[src/hw/rtl/icv_pkg.sv]
// ----------------------------------------------------------------------------
// icv_pkg
// Shared types, character codes and precedence helpers for the infix to
// postfix converter.
// ----------------------------------------------------------------------------
package icv_pkg;

  // Operator stack geometry
  localparam int STACK_DEPTH = 32;
  localparam int CNT_W       = $clog2(STACK_DEPTH + 1);
  localparam int ADDR_W      = $clog2(STACK_DEPTH);

  // Character codes
  localparam logic [7:0] CHAR_PLUS   = 8'h2B;
  localparam logic [7:0] CHAR_MINUS  = 8'h2D;
  localparam logic [7:0] CHAR_STAR   = 8'h2A;
  localparam logic [7:0] CHAR_SLASH  = 8'h2F;
  localparam logic [7:0] CHAR_CARET  = 8'h5E;
  localparam logic [7:0] CHAR_LPAREN = 8'h28;
  localparam logic [7:0] CHAR_RPAREN = 8'h29;
  localparam logic [7:0] CHAR_ZERO   = 8'h30;
  localparam logic [7:0] CHAR_NINE   = 8'h39;
  localparam logic [7:0] CHAR_TERM   = 8'h00;

  // Precedence ranks: rank 0 stands for precedence -1
  localparam logic [1:0] RANK_NONE = 2'd0;
  localparam logic [1:0] RANK_ADD  = 2'd1;
  localparam logic [1:0] RANK_MUL  = 2'd2;
  localparam logic [1:0] RANK_POW  = 2'd3;

  typedef struct packed {
    logic [7:0] ch;
    logic       end_of_expr;
  } in_item_t;

  typedef struct packed {
    logic [7:0] out_char;
    logic       out_last;
    logic       overflow;
  } out_item_t;

  typedef enum logic [1:0] {
    KIND_DIGIT,
    KIND_LPAREN,
    KIND_RPAREN,
    KIND_OPER
  } kind_t;

  typedef struct packed {
    logic [7:0] ch;
    logic       last;
    kind_t      kind;
    logic [1:0] rank;
  } work_item_t;

  typedef enum logic {
    BK_EXEC,
    BK_FLUSH
  } back_state_t;

  typedef struct packed {
    logic [CNT_W-1:0] stack_count;
    logic             flushing;
  } bk_status_t;

  function automatic logic [1:0] prec_rank(logic [7:0] c);
    logic [1:0] r;
    unique case (c)
      CHAR_PLUS, CHAR_MINUS: r = RANK_ADD;
      CHAR_STAR, CHAR_SLASH: r = RANK_MUL;
      CHAR_CARET:            r = RANK_POW;
      default:               r = RANK_NONE;
    endcase
    return r;
  endfunction

  function automatic kind_t classify(logic [7:0] c);
    kind_t k;
    priority if (c >= CHAR_ZERO && c <= CHAR_NINE) k = KIND_DIGIT;
    else if (c == CHAR_LPAREN) k = KIND_LPAREN;
    else if (c == CHAR_RPAREN) k = KIND_RPAREN;
    else k = KIND_OPER;
    return k;
  endfunction

endpackage

[src/hw/rtl/icv_ram.sv]
// ----------------------------------------------------------------------------
// icv_ram
// Generic single write port, single read port RAM with registered read.
// ----------------------------------------------------------------------------
module icv_ram #(
  parameter int WIDTH = 8,
  parameter int DEPTH = 32
) (
  input  logic                     clk,
  input  logic                     we,
  input  logic [$clog2(DEPTH)-1:0] waddr,
  input  logic [WIDTH-1:0]         wdata,
  input  logic [$clog2(DEPTH)-1:0] raddr,
  output logic [WIDTH-1:0]         rdata
);

  logic [WIDTH-1:0] mem [DEPTH];

  // Write and register the read data
  always_ff @(posedge clk) begin
    if (we) begin
      mem[waddr] <= wdata;
    end
    rdata <= mem[raddr];
  end

endmodule

[src/hw/rtl/icv_front.sv]
// ----------------------------------------------------------------------------
// icv_front
// Accepts input characters, classifies them and holds them in a two-entry
// work queue for the back end.
// ----------------------------------------------------------------------------
module icv_front
  import icv_pkg::*;
(
  input  logic       clk,
  input  logic       rst,
  input  logic       push,
  output logic       full,
  input  in_item_t   item,
  output logic       wq_valid,
  output work_item_t wq_item,
  input  logic       wq_take
);

  work_item_t q_mem [2];
  logic       wr_ptr;
  logic       rd_ptr;
  logic [1:0] q_count;
  logic       accept;
  work_item_t classified;

  // Classify the incoming character
  always_comb begin
    classified.ch   = item.ch;
    classified.last = item.end_of_expr;
    classified.kind = classify(item.ch);
    classified.rank = prec_rank(item.ch);
  end

  assign full     = (q_count == 2'd2);
  assign accept   = push && !full;
  assign wq_valid = (q_count != 2'd0);
  assign wq_item  = q_mem[rd_ptr];

  // Store accepted requests
  always_ff @(posedge clk) begin
    if (accept) begin
      q_mem[wr_ptr] <= classified;
    end
  end

  // Advance pointers and count
  always_ff @(posedge clk) begin
    if (rst) begin
      wr_ptr  <= 1'b0;
      rd_ptr  <= 1'b0;
      q_count <= 2'd0;
    end else begin
      if (accept) begin
        wr_ptr <= !wr_ptr;
      end
      if (wq_take) begin
        rd_ptr <= !rd_ptr;
      end
      q_count <= q_count + {1'b0, accept} - {1'b0, wq_take};
    end
  end

endmodule

[src/hw/rtl/icv_result_queue.sv]
// ----------------------------------------------------------------------------
// icv_result_queue
// Two-entry result queue between the back end and the result port.
// ----------------------------------------------------------------------------
module icv_result_queue
  import icv_pkg::*;
(
  input  logic      clk,
  input  logic      rst,
  input  logic      wr,
  input  out_item_t wr_item,
  output logic      res_full,
  output logic      empty,
  input  logic      pop,
  output out_item_t result
);

  out_item_t q_mem [2];
  logic      wr_ptr;
  logic      rd_ptr;
  logic [1:0] q_count;
  logic      take;

  assign res_full = (q_count == 2'd2);
  assign empty    = (q_count == 2'd0);
  assign take     = pop && !empty;
  assign result   = q_mem[rd_ptr];

  // Store written results
  always_ff @(posedge clk) begin
    if (wr) begin
      q_mem[wr_ptr] <= wr_item;
    end
  end

  // Advance pointers and count
  always_ff @(posedge clk) begin
    if (rst) begin
      wr_ptr  <= 1'b0;
      rd_ptr  <= 1'b0;
      q_count <= 2'd0;
    end else begin
      if (wr) begin
        wr_ptr <= !wr_ptr;
      end
      if (take) begin
        rd_ptr <= !rd_ptr;
      end
      q_count <= q_count + {1'b0, wr} - {1'b0, take};
    end
  end

endmodule

[src/hw/rtl/icv_back.sv]
// ----------------------------------------------------------------------------
// icv_back
// Executes classified characters on the operator stack, one push, pop or emit
// per cycle while results have room, and flushes the stack at expression end.
// ----------------------------------------------------------------------------
module icv_back
  import icv_pkg::*;
(
  input  logic       clk,
  input  logic       rst,
  input  logic       wq_valid,
  input  work_item_t wq_item,
  output logic       wq_take,
  output logic       res_wr,
  output out_item_t  res_item,
  input  logic       res_full,
  output bk_status_t status
);

  back_state_t      state;
  back_state_t      state_next;
  logic [CNT_W-1:0] stack_count;
  logic [CNT_W-1:0] stack_count_next;
  logic [7:0]       top;
  logic [7:0]       top_next;
  logic             overflow_seen;
  logic             overflow_seen_next;

  logic             do_pop;
  logic             do_push;
  logic             main_done;
  logic             clr_ovf;
  logic             has_entry;
  logic             top_is_lparen;
  logic             stack_full;
  logic [1:0]       top_rank;
  logic [CNT_W-1:0] below_idx;
  logic [7:0]       ram_rdata;

  assign has_entry     = (stack_count != '0);
  assign top_is_lparen = (top == CHAR_LPAREN);
  assign stack_full    = (stack_count == CNT_W'(STACK_DEPTH));
  assign top_rank      = prec_rank(top);

  // Decide the action for this cycle
  always_comb begin
    do_pop    = 1'b0;
    do_push   = 1'b0;
    main_done = 1'b0;
    clr_ovf   = 1'b0;
    wq_take   = 1'b0;
    res_wr    = 1'b0;
    res_item.out_char = top;
    res_item.out_last = 1'b0;
    res_item.overflow = overflow_seen;
    if (wq_valid) begin
      unique case (state)
        BK_EXEC: begin
          unique case (wq_item.kind)
            KIND_DIGIT: begin
              if (!res_full) begin
                res_wr            = 1'b1;
                res_item.out_char = wq_item.ch;
                main_done         = 1'b1;
              end
            end
            KIND_LPAREN: begin
              do_push   = 1'b1;
              main_done = 1'b1;
            end
            KIND_RPAREN: begin
              if (has_entry && !top_is_lparen) begin
                if (!res_full) begin
                  do_pop = 1'b1;
                  res_wr = 1'b1;
                end
              end else begin
                do_pop    = has_entry;
                main_done = 1'b1;
              end
            end
            KIND_OPER: begin
              if (has_entry && wq_item.rank <= top_rank) begin
                if (!res_full) begin
                  do_pop = 1'b1;
                  res_wr = 1'b1;
                end
              end else begin
                do_push   = 1'b1;
                main_done = 1'b1;
              end
            end
            default: ;
          endcase
          wq_take = main_done && !wq_item.last;
        end
        BK_FLUSH: begin
          if (!res_full) begin
            res_wr = 1'b1;
            if (has_entry) begin
              do_pop = 1'b1;
            end else begin
              res_item.out_char = CHAR_TERM;
              res_item.out_last = 1'b1;
              clr_ovf           = 1'b1;
              wq_take           = 1'b1;
            end
          end
        end
        default: ;
      endcase
    end
  end

  // Next state
  always_comb begin
    state_next = state;
    unique case (state)
      BK_EXEC:  if (main_done && wq_item.last) state_next = BK_FLUSH;
      BK_FLUSH: if (wq_take) state_next = BK_EXEC;
      default:  state_next = BK_EXEC;
    endcase
  end

  // Update stack pointer, cached top entry and overflow flag
  always_comb begin
    stack_count_next   = stack_count;
    top_next           = top;
    overflow_seen_next = overflow_seen;
    if (do_pop) begin
      stack_count_next = stack_count - CNT_W'(1);
      top_next         = ram_rdata;
    end else if (do_push) begin
      if (stack_full) begin
        overflow_seen_next = 1'b1;
      end else begin
        stack_count_next = stack_count + CNT_W'(1);
        top_next         = wq_item.ch;
      end
    end
    if (clr_ovf) begin
      overflow_seen_next = 1'b0;
    end
  end

  // Prefetch the entry below the next top
  assign below_idx = stack_count_next - CNT_W'(2);

  icv_ram #(
    .WIDTH (8),
    .DEPTH (STACK_DEPTH)
  ) u_stack (
    .clk   (clk),
    .we    (do_push && !stack_full),
    .waddr (stack_count[ADDR_W-1:0]),
    .wdata (wq_item.ch),
    .raddr (below_idx[ADDR_W-1:0]),
    .rdata (ram_rdata)
  );

  // Hold the cached top entry
  always_ff @(posedge clk) begin
    top <= top_next;
  end

  // Control registers
  always_ff @(posedge clk) begin
    if (rst) begin
      state         <= BK_EXEC;
      stack_count   <= '0;
      overflow_seen <= 1'b0;
    end else begin
      state         <= state_next;
      stack_count   <= stack_count_next;
      overflow_seen <= overflow_seen_next;
    end
  end

  assign status.stack_count = stack_count;
  assign status.flushing    = (state == BK_FLUSH);

endmodule

[src/hw/rtl/infix_to_postfix_converter.sv]
// ----------------------------------------------------------------------------
// infix_to_postfix_converter
// Shunting-yard infix to postfix conversion, one character per request.
//
//   channel  | handshake        | payload
//   ---------+------------------+------------------------------------------
//   input    | push / full      | item   : ch, end_of_expr
//   result   | empty / pop      | result : out_char, out_last, overflow
//
// A digit or a push is a single step in the back end; every stack pop that
// emits a character is a further step, and the end-of-expression flush
// pops each stacked entry in turn and then writes the terminator. The cached
// top entry and a prefetched read of the stack RAM allow one pop per cycle.
// Reset is synchronous and empties both queues and the stack at once.
// A full result queue stalls the back end; input is taken while the
// two-entry work queue has room.
// ----------------------------------------------------------------------------
module infix_to_postfix_converter
  import icv_pkg::*;
(
  input  logic      clk,
  input  logic      rst,
  input  logic      push,
  output logic      full,
  input  in_item_t  item,
  output logic      empty,
  input  logic      pop,
  output out_item_t result
);

  logic       wq_valid;
  work_item_t wq_item;
  logic       wq_take;
  logic       res_wr;
  out_item_t  res_item;
  logic       res_full;
  bk_status_t bk_status;

  icv_front u_front (
    .clk      (clk),
    .rst      (rst),
    .push     (push),
    .full     (full),
    .item     (item),
    .wq_valid (wq_valid),
    .wq_item  (wq_item),
    .wq_take  (wq_take)
  );

  icv_back u_back (
    .clk      (clk),
    .rst      (rst),
    .wq_valid (wq_valid),
    .wq_item  (wq_item),
    .wq_take  (wq_take),
    .res_wr   (res_wr),
    .res_item (res_item),
    .res_full (res_full),
    .status   (bk_status)
  );

  icv_result_queue u_results (
    .clk      (clk),
    .rst      (rst),
    .wr       (res_wr),
    .wr_item  (res_item),
    .res_full (res_full),
    .empty    (empty),
    .pop      (pop),
    .result   (result)
  );

  // Stack never grows past its depth
  a_stack_bound: assert property (@(posedge clk) disable iff (rst)
    bk_status.stack_count <= CNT_W'(STACK_DEPTH))
    else $error("stack count beyond depth");

  // Back end writes results only into free space
  a_no_result_overrun: assert property (@(posedge clk) disable iff (rst)
    res_wr |-> !res_full)
    else $error("result written into full queue");

  // Back end consumes only queued work
  a_take_valid: assert property (@(posedge clk) disable iff (rst)
    wq_take |-> wq_valid)
    else $error("work taken from empty queue");

  // Terminator writes happen only in the flush state with an empty stack
  a_term_flush: assert property (@(posedge clk) disable iff (rst)
    (res_wr && res_item.out_last) |->
      (bk_status.flushing && bk_status.stack_count == '0 &&
       res_item.out_char == CHAR_TERM))
    else $error("terminator outside flush");

  // Reset leaves both channels idle
  a_reset_idle: assert property (@(posedge clk)
    rst |=> (empty && !full))
    else $error("queues not empty after reset");

endmodule

[config.mk]
export PLATFORM = sky130hd
export DESIGN_NAME = infix_to_postfix_converter
export DESIGN_NICKNAME = d
export VERILOG_FILES = /design/src/hw/rtl/icv_pkg.sv /design/src/hw/rtl/icv_ram.sv /design/src/hw/rtl/icv_front.sv /design/src/hw/rtl/icv_result_queue.sv /design/src/hw/rtl/icv_back.sv /design/src/hw/rtl/infix_to_postfix_converter.sv
export SDC_FILE = /design/constraint.sdc
export NUM_CORES = 1
export LEC_CHECK = 0
export BUFFER_PORTS_ARGS = -buffer_cell sky130_fd_sc_hd__buf_4
export CORE_ASPECT_RATIO = 1.1
export CORE_MARGIN = 4
export CORE_UTILIZATION = 60
export DETAILED_ROUTE_END_ITERATION = 8
export PLACE_DENSITY = 0.76
export SLEW_MARGIN = 10
export SYNTH_ARGS = -nofsm -noshare
export SYNTH_HDL_FRONTEND = slang
export SYNTH_SLANG_ARGS = --single-unit
[constraint.sdc]
create_clock -name clk -period 5.2 [get_ports clk]
set_clock_uncertainty 0.05 [all_clocks]
set_input_delay 0.26 -clock clk [delete_from_list [all_inputs] [get_ports clk]]
set_output_delay 0.26 -clock clk [all_outputs]
set_load 0.01 [all_outputs]
=== Word level (Yosys, flattened, before mapping) ===
Memory sizes are Yosys's and may differ from the RTL's. A register that Yosys moved wholly into a read port is not among the register bits.
Index checks and enable logic that the tools add are counted.

* Logic and storage cells: 133
* Flip-flop bits (word level): 24
* Input port bits: 13
* Bits in writable memories: 302
* Memories kept: 3

* $add $sub $neg: 7
* Reduce and logical (&&, ||, !) cells: 29
* Muxes and demuxes: 59
* Equality and inequality tests: 20
* $lt $le $gt $ge: 3
* Bitwise logic cells: 2

{| class="wikitable"
|+ Memories
! name !! depth !! bits a word !! read ports !! clocked after Yosys merged registers in !! write ports !! RTL line !! text
|-
| u_back.u_stack.mem || 32 || 8 || 1 || 1 || 1 || icv_ram.sv:17 || <nowiki>logic [WIDTH-1:0] mem [DEPTH];</nowiki>
|-
| u_front.q_mem || 2 || 13 || 1 || 1 || 1 || icv_front.sv:19 || <nowiki>work_item_t q_mem [2];</nowiki>
|-
| u_results.q_mem || 2 || 10 || 1 || 1 || 1 || icv_result_queue.sv:18 || <nowiki>out_item_t q_mem [2];</nowiki>
|}

{| class="wikitable"
|+ Operators by type and width
! operator !! number
|-
| $eq 8x6->1 const B || 11
|-
| $mux 8 || 5
|-
| $mux 1 || 35
|-
| $mux 9 || 3
|-
| $mux 6 || 3
|-
| $eq 8x7->1 const B || 2
|-
| $pmux 8 s2 || 1
|-
| $pmux 1 s2 || 6
|-
| $pmux 2 s3 || 2
|-
| $reduce_or 2->1 || 5
|-
| $logic_not 1->1 || 9
|-
| $eq 2x2->1 const B || 4
|-
| $ge 8x6->1 const B || 1
|-
| $le 8x6->1 const B || 1
|-
| $logic_and 1x1->1 || 8
|-
| $add 6x1->6 const B || 1
|-
| $eq 6x6->1 const B || 1
|-
| $reduce_bool 6->1 || 1
|-
| $sub 6x1->6 const B || 1
|-
| $sub 5x2->5 const B || 1
|-
| $add 2x1->2 || 2
|-
| $logic_not 2->1 || 2
|-
| $mux 2 || 2
|-
| $pmux 1 s4 || 1
|-
| 9 further kinds || 12
|}

=== Depth between registers and ports, before layout ===
Gate-level depths: netlist of the first run.

* Depth after elaboration: 14
* Gate-level depth with buffers: 20

=== Cells and area by module ===
From an unflattened synthesis of the first run, not the netlist that was laid out.

* Cells, all modules: 690
* Area total of the unflattened synthesis: 13599.3 µm²

{| class="wikitable"
|+ By module, submodules not included
! module !! sequential area each (µm²) !! area each (µm²) !! cells each !! instances
|-
| icv_ram || 7847.5 || 10053.4 || 417 || 1
|-
| icv_front || 880.8 || 1298.7 || 85 || 1
|-
| icv_back || 400.4 || 1288.7 || 134 || 1
|-
| icv_result_queue || 700.7 || 958.4 || 54 || 1
|}

=== Worst setup path after synthesis of the first run ===
OpenSTA, ideal clock, no wires.

* Path kind: register to register
* Start: reg u_back.top[4]
* End: reg u_back.u_stack.rdata[1] (read register of u_back.u_stack.mem)
* Cell stages (with the launch flop): 19
* Path slack: 971 ps
* Arrival: 4121 ps
* Period minus slack after synthesis: 4229 ps
* Required time: 5092 ps
* Path through: edfxtp_1 or4b_4 nor2_1 nor2_1 o21ai_0 nand3_1 ha_1 nor2b_1 o21ai_1 nand3_1 a21o_4 o41a_4 xor2_4 a21o_1 buf_4 o22ai_1 nand3b_1 a2111oi_0 a21o_1

* Cells in the longest elaborated chain, start to end: 12
* Elaborated cells on any way between the ends: 25

{| class="wikitable"
|+ RTL lines
! what !! RTL line !! text
|-
| start: declaration || icv_back.sv:24 || <nowiki>logic [7:0] top;</nowiki>
|-
| start signal: assignment || icv_back.sv:163 || <nowiki>top <= top_next;</nowiki>
|-
| $eq 8x6->1 || icv_pkg.sv:68 || <nowiki>unique case (c)</nowiki>
|-
| $reduce_or 2->1 || icv_pkg.sv:68 ||
|-
| $pmux 2 s3 || icv_pkg.sv:68 ||
|-
| $le 2x2->1 || icv_back.sv:83 || <nowiki>if (has_entry && wq_item.rank <= top_rank) begin</nowiki>
|-
| $logic_and 1x1->1 || icv_back.sv:83 ||
|-
| $mux 1 || icv_back.sv:83 ||
|-
| $pmux 1 s2 || icv_back.sv:59 || <nowiki>unique case (wq_item.kind)</nowiki>
|-
| $mux 1 || icv_back.sv:57 || <nowiki>unique case (state)</nowiki>
|-
| $mux 1 || icv_back.sv:56 || <nowiki>if (wq_valid) begin</nowiki>
|-
| $mux 6 || icv_back.sv:133 || <nowiki>end else if (do_push) begin</nowiki>
|-
| $mux 6 * || icv_back.sv:130 || <nowiki>if (do_pop) begin</nowiki>
|-
| $sub 5x2->5 * || icv_back.sv:147 || <nowiki>assign below_idx = stack_count_next - CNT_W'(2);</nowiki>
|-
| end: declaration || icv_ram.sv:14 || <nowiki>output logic [WIDTH-1:0] rdata</nowiki>
|}

Every way passes the cells marked *; elsewhere a longest branch is shown, timed or not.
A chain may end at the register's enable or synchronous reset.

=== Final worst setup path of the first run ===
* Start: reg u_back.top[4]
* End: reg u_back.u_stack.rdata[2] (read register of u_back.u_stack.mem)

Same word-level chain as after synthesis.

==> results of run 1 <==
==> timing repair <==
action                                  CTS  global route
endpoints found under the hold margin    18             0
resized for setup                         0             3
endpoints found under the setup margin    0             6
hold buffers                              9             0
==> worst max-delay path: cells and delay by family, from the launching register on <==
kind / cells / cell delay (ns)
XOR/XNOR: 1 / 0.38
AND/OR/NAND/NOR: 7 / 1.28
adder cells (fa/ha/maj): 1 / 0.29
buffers and inverters: 1 / 0.16
AO/OA/AOI/OAI: 8 / 2.30
flip-flops: 1 / 0.43
==> per-layer routing <==
metal	part of all wire, %	vias up
met3	7.0	57
met4	2.8	0
met1	41	3894
met2	49	278
li1	-	3415
met5	0	-
==> cell type report <==
type,count,area share [%]
timing repair buffer,48,2.60
clock buffer,40,5.71
multi-input combinational,470,25.1
clock inverter,19,1.27
tap,300,2.40
sequential,336,62.7
inverter,9,0.216
==> placed cells by master (no fill, tap or decap), drive strengths merged, types with 8 or more instances in the layout <==
master,count
dlygate4sd3,9
nand3b,16
a21oi,21
buf,39
inv,10
nor2,68
o21ai,27
a211oi,11
mux2i,62
mux4,32
a21o,12
ha,11
nand3,8
mux2,43
nor2b,26
clkbuf,40
clkinv,11
nand2,32
dfxtp,26
nor3,20
xnor2,8
o22ai,16
edfxtp,310
==> state kept, by name, summed over array words and instances, names as in the netlist, named ones only <==
register	count
u_back.top	8
u_front.q_count	2
u_back.overflow_seen	1
u_back.u_stack.rdata	8
u_back.stack_count	6
u_front.q_mem	26
u_back.u_stack.mem	256
u_results.q_count	2
u_front.wr_ptr	1
u_back.state	1
u_results.q_mem	20
u_results.wr_ptr	1
u_front.rd_ptr	1
u_results.rd_ptr	1
==> stage by stage <==
stage / worst slack (ns) / util, % / hold slack, ns / std cells
finish: 0.256 / 68.3 / 0.0454 / 1222
global route: 0.0170 / 68.3 / 0.0314 / 1222
CTS: 0.0989 / 68.3 / 0.0248 / 1222
detailed placement: 0.132 / 63.1 / 0.403 / 1154
global placement: 0.265 / 63.1 / 0.397 / 1154
floorplan: 0.971 / - / 0.309 / 851
==> worst min path at each step <==
stage / start / end / slack, ns / cells after the start
after floorplan: item[6] / u_front.q_mem[0][10] / 0.31 / 0
after global placement: item[0] / u_front.q_mem[0][4] / 0.40 / 1
after detailed placement: item[0] / u_front.q_mem[1][4] / 0.40 / 1
after CTS: rst / u_back.stack_count[1] / 0.02 / 2
after global routing: rst / flop / 0.03 / 2
final: rst / u_back.stack_count[1] / 0.05 / 2
==> logic make-up after synthesis <==
kind of cell	Yosys count
multiplexers	137
buffers and inverters	45
flip-flops	336
AND/OR/NAND/NOR	197
AO/OA/AOI/OAI	111
XOR/XNOR	14
adder cells (fa/ha/maj)	11
==> results.py, run 1 <==
metrics = {
    "timing": {
        "fin_crit_sh_pct": 95.1,
        "tightest_slew_ns": 1.24,
        "max_freq_mhz": 202,
        "finalCriticalPeriod_ns": 4.94,
        "rsz0062_at_grt": "no",
        "tns_ns": 0,
        "maxSlewViolCount": 0,
        "setup_violations": 0,
        "relSlewSlack_pct": 16.8,
        "finalHoldViolations": 0,
    },
    "die": {
        "dieArea_um2": 25900,
        "ioPinCount": 25,
        "rows": 58,
        "start_util_pct": 61.1,
        "coreArea_um2": 22900,
        "die_x_um": 154,
        "die_h_um": 168,
    },
    "final_layout": {
        "multi_input_comb_area_um2": 3930,
        "num_antenna_cells": 0,
        "design_area_um2": 15700,
        "syn_to_final_growth_pct": 11.8,
        "drive_above_1_share_pct": 19.5,
        "nets": 923,
        "final-seq-area_um2": 9830,
        "n_fill_cell": 1527,
    },
    "route": {
        "firstDrtPassIters": 5,
        "wl_um": 30200,
        "viasPerCell": 6.26,
        "routedWlPerCell_um": 24.7,
        "vias": 7644,
        "drtIter0Drc": 815,
        "drt.antenna.violating_nets": 0,
        "drc": 0,
    },
    "placement": {
        "dp_hpwl_um": 19300,
        "placement.cell_area_um2": 14500,
        "gp_congestion": 0.938,
        "port_buffers": 24,
    },
    "worst_setup_path": {
        "worst-endpoint-required_ns": 5.59,
        "crit_path_end_kind": "flop",
        "reg2reg_from": "u_back.top[4]",
        "cp_slowest_cell": "or4b_4",
        "cp.arrival_ns": 5.33,
        "endpoint": "u_back.u_stack.rdata[2]",
        "critPathLaunch": "u_back.top[4]",
        "reg2reg_to": "u_back.u_stack.rdata[2]",
        "critPathMaxStageDelay_ns": 0.58,
        "reg2reg_slack_ns": 0.26,
        "cp_max_fo": 15,
        "cp-start-kind": "flop",
        "critical_path_class": "flop to flop",
        "path_cells": "or4b_4, nor2_1, nor2_1, o21ai_0, nand3_1, ha_1, nor2b_1, o21ai_1, buf_4, nand3_1, a21o_4, o41a_4, xor2_4, a21o_2, o22ai_1, nand3b_1, a2111oi_0, a21o_1",
        "reg2regPathDepth": 18,
    },
    "synthesis": {
        "synth-seq-cells": 336,
        "synth_compound_area_share_pct": 5.68,
        "seq_area_frac_synth_pct": 70.1,
        "synth_top_area_cell": "edfxtp_1",
        "synth.area.mux_share_pct": 13.0,
        "synth.avg_cell_area_um2": 16.5,
        "synth_commonest_cells": "edfxtp_1, nor2_1, mux2i_1",
        "synth_top_family_by_area": "multiplexers",
        "synth_edf_count": 310,
        "dominantRegCellSynth": "edfxtp_1",
        "syn-cell-area_um2": 14000,
        "synth_cell_types": 64,
        "yosysMostFrequentCell": "edfxtp_1",
        "async_flop_share_pct": 0,
        "synthCells": 851,
        "synth_nets": 875,
        "yosys.area_share.adder_pct": 0.982,
        "synth_area_leaders": "edfxtp_1, mux4_2, mux2i_1",
        "synth_top_area_share_pct": 66.4,
        "yosysWarnings": 0,
        "synth_xor_xnor_area_share_pct": 1.01,
        "yosys.area_share.simple_pct": 7.22,
    },
    "grt": {
        "grt_use_met3_pct": 4.42,
        "antenna_found_initial": 0,
        "top_usage_layer": "met2",
        "use_met1_pct": 32.4,
        "first_global_vias": 7753,
        "grtUsageMet2_pct": 38.6,
        "grt_pass1_wl_um": 46000,
        "grt_remaining_overflow": 0,
        "grt_max_degree": 58,
        "gr-usage-all-layers_pct": 23.5,
    },
    "job": {
        "cap_violations": 0,
    },
    "outcome": {
        "outcome": "complete, no violations",
    },
    "hold_path": {
        "hold_class": "input pin to flop",
    },
    "clock_network": {
        "worstSkewPairLatency_ns": 0.50,
        "clock-sinks": 336,
        "tritoncts": "yes",
        "root_buffer": "clkbuf_16",
        "clockBufferDepth": 3,
        "htreeDepth": 2,
        "path_clk_slew_ns": 0.06,
        "post-cts-setup-buffer-count": 0,
        "numCtsBuffers": 34,
    },
}
Power of run 1 is not shown: default switching activity piles up to over one toggle a cycle in this logic, so the estimate is an artifact.
==> run 2: changes to the inputs <==
Settings changed: SYNTH_HIERARCHICAL from default to 1.
==> results.py, run 2 <==
metrics = {
    "outcome": {
        "outcome": "complete, no violations",
    },
    "timing": {
        "fin_crit_sh_pct": 96.3,
        "finalCriticalPeriod_ns": 5.01,
        "finalHoldViolations": 0,
        "relSlewSlack_pct": 26.8,
        "max_freq_mhz": 200,
        "tns_ns": 0,
        "rsz0062_at_grt": "no",
        "setup_violations": 0,
        "tightest_slew_ns": 1.09,
        "maxSlewViolCount": 0,
    },
    "placement": {
        "port_buffers": 24,
        "dp_hpwl_um": 17200,
        "gp_congestion": 0.839,
    },
    "final_layout": {
        "drive_above_1_share_pct": 30.4,
        "syn_to_final_growth_pct": 13.1,
        "num_antenna_cells": 0,
        "nets": 770,
        "regMostFlops": "u_back/u_stack/mem",
        "reg_top3": "u_back/u_stack/mem: 256 flops, u_front/q_mem: 26 flops, u_results/q_mem: 20 flops",
        "n_fill_cell": 1345,
        "final-seq-area_um2": 9830,
        "mostFrequentLayoutCell": "edfxtp_1",
        "largest_register_ff_count": 256,
        "layout_common_cells": "edfxtp_1, mux4_2, nor2_1",
        "multi_input_comb_area_um2": 3580,
    },
    "synthesis": {
        "synthCells": 689,
        "synth.avg_cell_area_um2": 19.7,
        "syn-cell-area_um2": 13600,
        "synth_nets": 711,
        "yosysWarnings": 6,
    },
    "die": {
        "start_util_pct": 61.3,
        "die_h_um": 166,
        "coreArea_um2": 22200,
        "die_x_um": 152,
        "ioPinCount": 25,
        "dieArea_um2": 25100,
        "rows": 57,
    },
    "clock_network": {
        "tritoncts": "yes",
        "clock-sinks": 336,
        "numCtsBuffers": 34,
        "worstSkewPairLatency_ns": 0.50,
        "clockBufferDepth": 3,
        "htreeDepth": 2,
        "path_clk_slew_ns": 0.06,
        "root_buffer": "clkbuf_16",
    },
    "route": {
        "wl_um": 27800,
        "drtIter0Drc": 614,
        "drc": 0,
        "firstDrtPassIters": 5,
        "viasPerCell": 6.35,
        "vias": 6775,
        "routedWlPerCell_um": 26.0,
        "drt.antenna.violating_nets": 0,
    },
    "worst_setup_path": {
        "reg2reg_from": "u_back/top[5]",
        "path_buf_inv": 2,
        "critPathMaxStageDelay_ns": 0.54,
        "critical_path_class": "flop to flop",
        "crit_path_end_kind": "flop",
        "cp.arrival_ns": 5.34,
        "cp-start-kind": "flop",
        "cp_slowest_cell": "mux4_2",
        "worst-endpoint-required_ns": 5.53,
        "critPathLaunch": "u_back/top[5]",
        "cp_max_fo": 36,
        "path_delay_family": "simple AND/OR/NAND/NOR gates",
        "path_cells": "nor4b_1, and3_1, a21oi_1, nand3b_1, ha_1, nor2b_1, a2bb2oi_1, or4_1, a21oi_4, a211oi_1, or2_1, ha_1, inv_2, buf_12, mux4_2, mux4_2, mux2_2",
    },
    "grt": {
        "antenna_found_initial": 0,
        "first_global_vias": 6869,
        "gr-usage-all-layers_pct": 22.6,
        "grt_pass1_wl_um": 42000,
        "top_usage_layer": "met2",
        "grt_use_met3_pct": 4.37,
        "grt_max_degree": 37,
        "grt_remaining_overflow": 0,
        "use_met1_pct": 31.3,
        "grtUsageMet2_pct": 36.5,
    },
    "job": {
        "cap_violations": 0,
    },
    "hold_path": {
        "hold_class": "input pin to flop",
        "hold_start": "rst",
    },
}
run 2: worst register-to-register path, stage by stage, from the launching register on:
cell       delay [ns]
edfxtp_1         0.43
nor4b_1          0.40
and3_1           0.20
a21oi_1          0.04
nand3b_1         0.17
ha_1             0.29
nor2b_1          0.13
a2bb2oi_1        0.15
or4_1            0.48
a21oi_4          0.29
a211oi_1         0.12
or2_1            0.25
ha_1             0.29
inv_2            0.11
buf_12           0.24
mux4_2           0.42
mux4_2           0.54
mux2_2           0.30
run 2: final cells by class:
cell class	count	share of cell area [%]
clock inverter	15	0.806
timing repair buffer	49	2.98
inverter	15	0.366
multi-input combinational	312	23.3
tap	295	2.40
clock buffer	45	6.21
sequential	336	63.9
run 2: path summary, 6_finish.rpt:
kind,depth (start not counted),endpoint,slack [ns]
min reg2reg,0,u_results/q_mem[1][0],0.45
min,2,u_back/stack_count[4],0.03
max reg2reg,17,u_back/u_stack/rdata[3],0.19
max,17,u_back/u_stack/rdata[3],0.19
run 2: metal layers:
layer	share of wire, %	routed length (µm)
met5	0	0
met4	2.9	812
met3	8.0	2220
met2	51	14200
met1	38	10500
run 2: stage by stage:
step           cells  area, µm²  util (%)  hold WS (ns)  worst slack, ns
2_1_floorplan    689      13600         -         0.279            0.298
3_3_place_gp     995      14100      63.8         0.398            0.165
3_5_place_dp     995      14100      63.8         0.402           0.0366
4_1_cts         1064      15300      69.1        0.0154           0.0139
5_1_grt         1067      15400      69.3        0.0321          0.00945
6_report        1067      15400      69.3        0.0326            0.193
run 2: repair_timing:
action,in CTS,in global routing
endpoints found under the hold margin,18,0
hold buffers,9,0
gates resized for setup,0,4
setup endpoints to repair,0,8
buffers inserted,0,2
Power of run 2 is left out for the same reason.
==> run 3: changes to the inputs <==
Settings changed: GPL_TIMING_DRIVEN from default to 0, SYNTH_HIERARCHICAL 1 to default.
==> results.py, run 3 (synthesis results as in run 1) <==
metrics = {
    "outcome": {
        "outcome": "complete, no violations",
    },
    "final_layout": {
        "regMostFlops": "u_back.u_stack.mem",
        "num_antenna_cells": 0,
        "fin_util_pct": 69.0,
        "syn_to_final_growth_pct": 12.9,
        "reg_top3": "u_back.u_stack.mem: 256 flops, u_front.q_mem: 26 flops, u_results.q_mem: 20 flops",
        "n_fill_cell": 1518,
        "mostFrequentLayoutCell": "edfxtp_1",
        "largest_register_ff_count": 256,
        "nets": 950,
        "drive_above_1_share_pct": 21.1,
        "layout_common_cells": "edfxtp_1, nor2_1, mux2i_1",
    },
    "route": {
        "dr_wl_met3_um": 2610,
        "viasPerCell": 6.21,
        "drc": 0,
        "wl_um": 30400,
        "firstDrtPassIters": 5,
        "m1WireLength_um": 12400,
        "drtIter0Drc": 1005,
        "top_layer": "met4",
        "drt.antenna.violating_nets": 0,
        "routedWlPerCell_um": 24.3,
        "wl_met2_um": 14800,
        "vias": 7764,
    },
    "grt": {
        "first_global_vias": 7652,
        "grt_max_degree": 35,
        "antenna_found_initial": 0,
        "grt_remaining_overflow": 0,
        "gr-usage-all-layers_pct": 23.8,
        "grt_pass1_wl_um": 46700,
    },
    "die": {
        "rows": 58,
        "ioPinCount": 25,
        "dieArea_um2": 25900,
        "coreArea_um2": 22900,
        "die_x_um": 154,
        "die_h_um": 168,
        "start_util_pct": 61.1,
    },
    "worst_setup_path": {
        "worst-endpoint-required_ns": 5.60,
        "cp_max_fo": 10,
        "cp.arrival_ns": 5.46,
        "cp-start-kind": "flop",
        "crit_path_end_kind": "flop",
        "reg2reg_from": "u_back.top[4]",
        "critPathLaunch": "u_back.top[4]",
        "critical_path_class": "flop to flop",
    },
    "timing": {
        "relSlewSlack_pct": 24.7,
        "tightest_slew_ns": 1.12,
        "maxSlewViolCount": 0,
        "finalCriticalPeriod_ns": 5.06,
        "max_freq_mhz": 198,
        "setup_violations": 0,
        "fin_crit_sh_pct": 97.3,
        "finalHoldViolations": 0,
        "fin_ws_ns": 0.138,
    },
    "clock_network": {
        "htreeDepth": 2,
        "path_clk_slew_ns": 0.06,
        "root_buffer": "clkbuf_16",
        "worstSkewPairLatency_ns": 0.51,
        "clock-sinks": 336,
        "tritoncts": "yes",
        "numCtsBuffers": 34,
        "clockBufferDepth": 3,
    },
    "hold_path": {
        "hold_start": "push",
        "hold_class": "input pin to flop",
    },
    "job": {
        "cap_violations": 0,
    },
    "placement": {
        "gp_congestion": 0.902,
        "pre_cts_slack_ns": -0.287,
        "port_buffers": 23,
        "dp_hpwl_um": 19200,
    },
}
run 3: layer usage:
layer	vias up	global-route usage (%)
met5	-	0
li1	3452	-
met2	399	38.2
met3	54	3.96
met1	3859	34.7
met4	0	5.80
run 3: area by class of cell:
| type | count | area, µm² | area share, % |
|---|---|---|---|
| multi-input combinational | 470 | 3970 | 25.1 |
| inverter | 9 | 33.8 | 0.213 |
| sequential | 336 | 9830 | 62.1 |
| clock inverter | 15 | 93.8 | 0.593 |
| clock buffer | 46 | 960 | 6.06 |
| buffer | 36 | 249 | 1.57 |
| timing repair buffer | 39 | 315 | 1.99 |
| tap | 300 | 375 | 2.37 |
run 3: worst paths after layout:
kind,slack [ns],to,depth (start not counted)
worst max-delay path,0.14,u_back.u_stack.rdata[5],19
worst min-delay path,0.11,u_front.wr_ptr,4
worst max register to register,0.14,u_back.u_stack.rdata[5],19
worst min register to register,0.43,u_results.q_mem[1][0],0
run 3: through the flow:
step / TNS, ns / hold slack, ns / instance area (µm²) / cells
2_1_floorplan: 0 / 0.309 / 14000 / 851
3_3_place_gp: -0.226 / 0.396 / 14600 / 1174
3_5_place_dp: -0.802 / 0.403 / 14600 / 1174
4_1_cts: 0 / 0.0970 / 15700 / 1244
5_1_grt: -0.0179 / 0.120 / 15800 / 1251
6_report: 0 / 0.109 / 15800 / 1251
run 3: critical path, stage by stage, from the launching register on:
cell and delay (ns):
edfxtp_1 0.43, or4b_4 0.58, nor2_1 0.10, nor2_1 0.05, o21ai_0 0.20, nand3_1 0.14, ha_1 0.30, nor2b_1 0.14
o21ai_2 0.21, nand3_1 0.23, a21o_4 0.31, a211oi_4 0.36, buf_4 0.21, buf_6 0.20, buf_6 0.20, mux2i_1 0.16
nand2_1 0.14, nand3b_1 0.08, a2111oi_0 0.74, a21o_1 0.15
run 3: repair_timing:
item	CTS	global route
setup buffers	0	7
endpoints found under the setup margin	8	8
hold buffers	9	0
endpoints found under the hold margin	18	0
pin swaps	0	2
cloned	0	0
resized for setup	3	10
Power of run 3 is left out for the same reason.
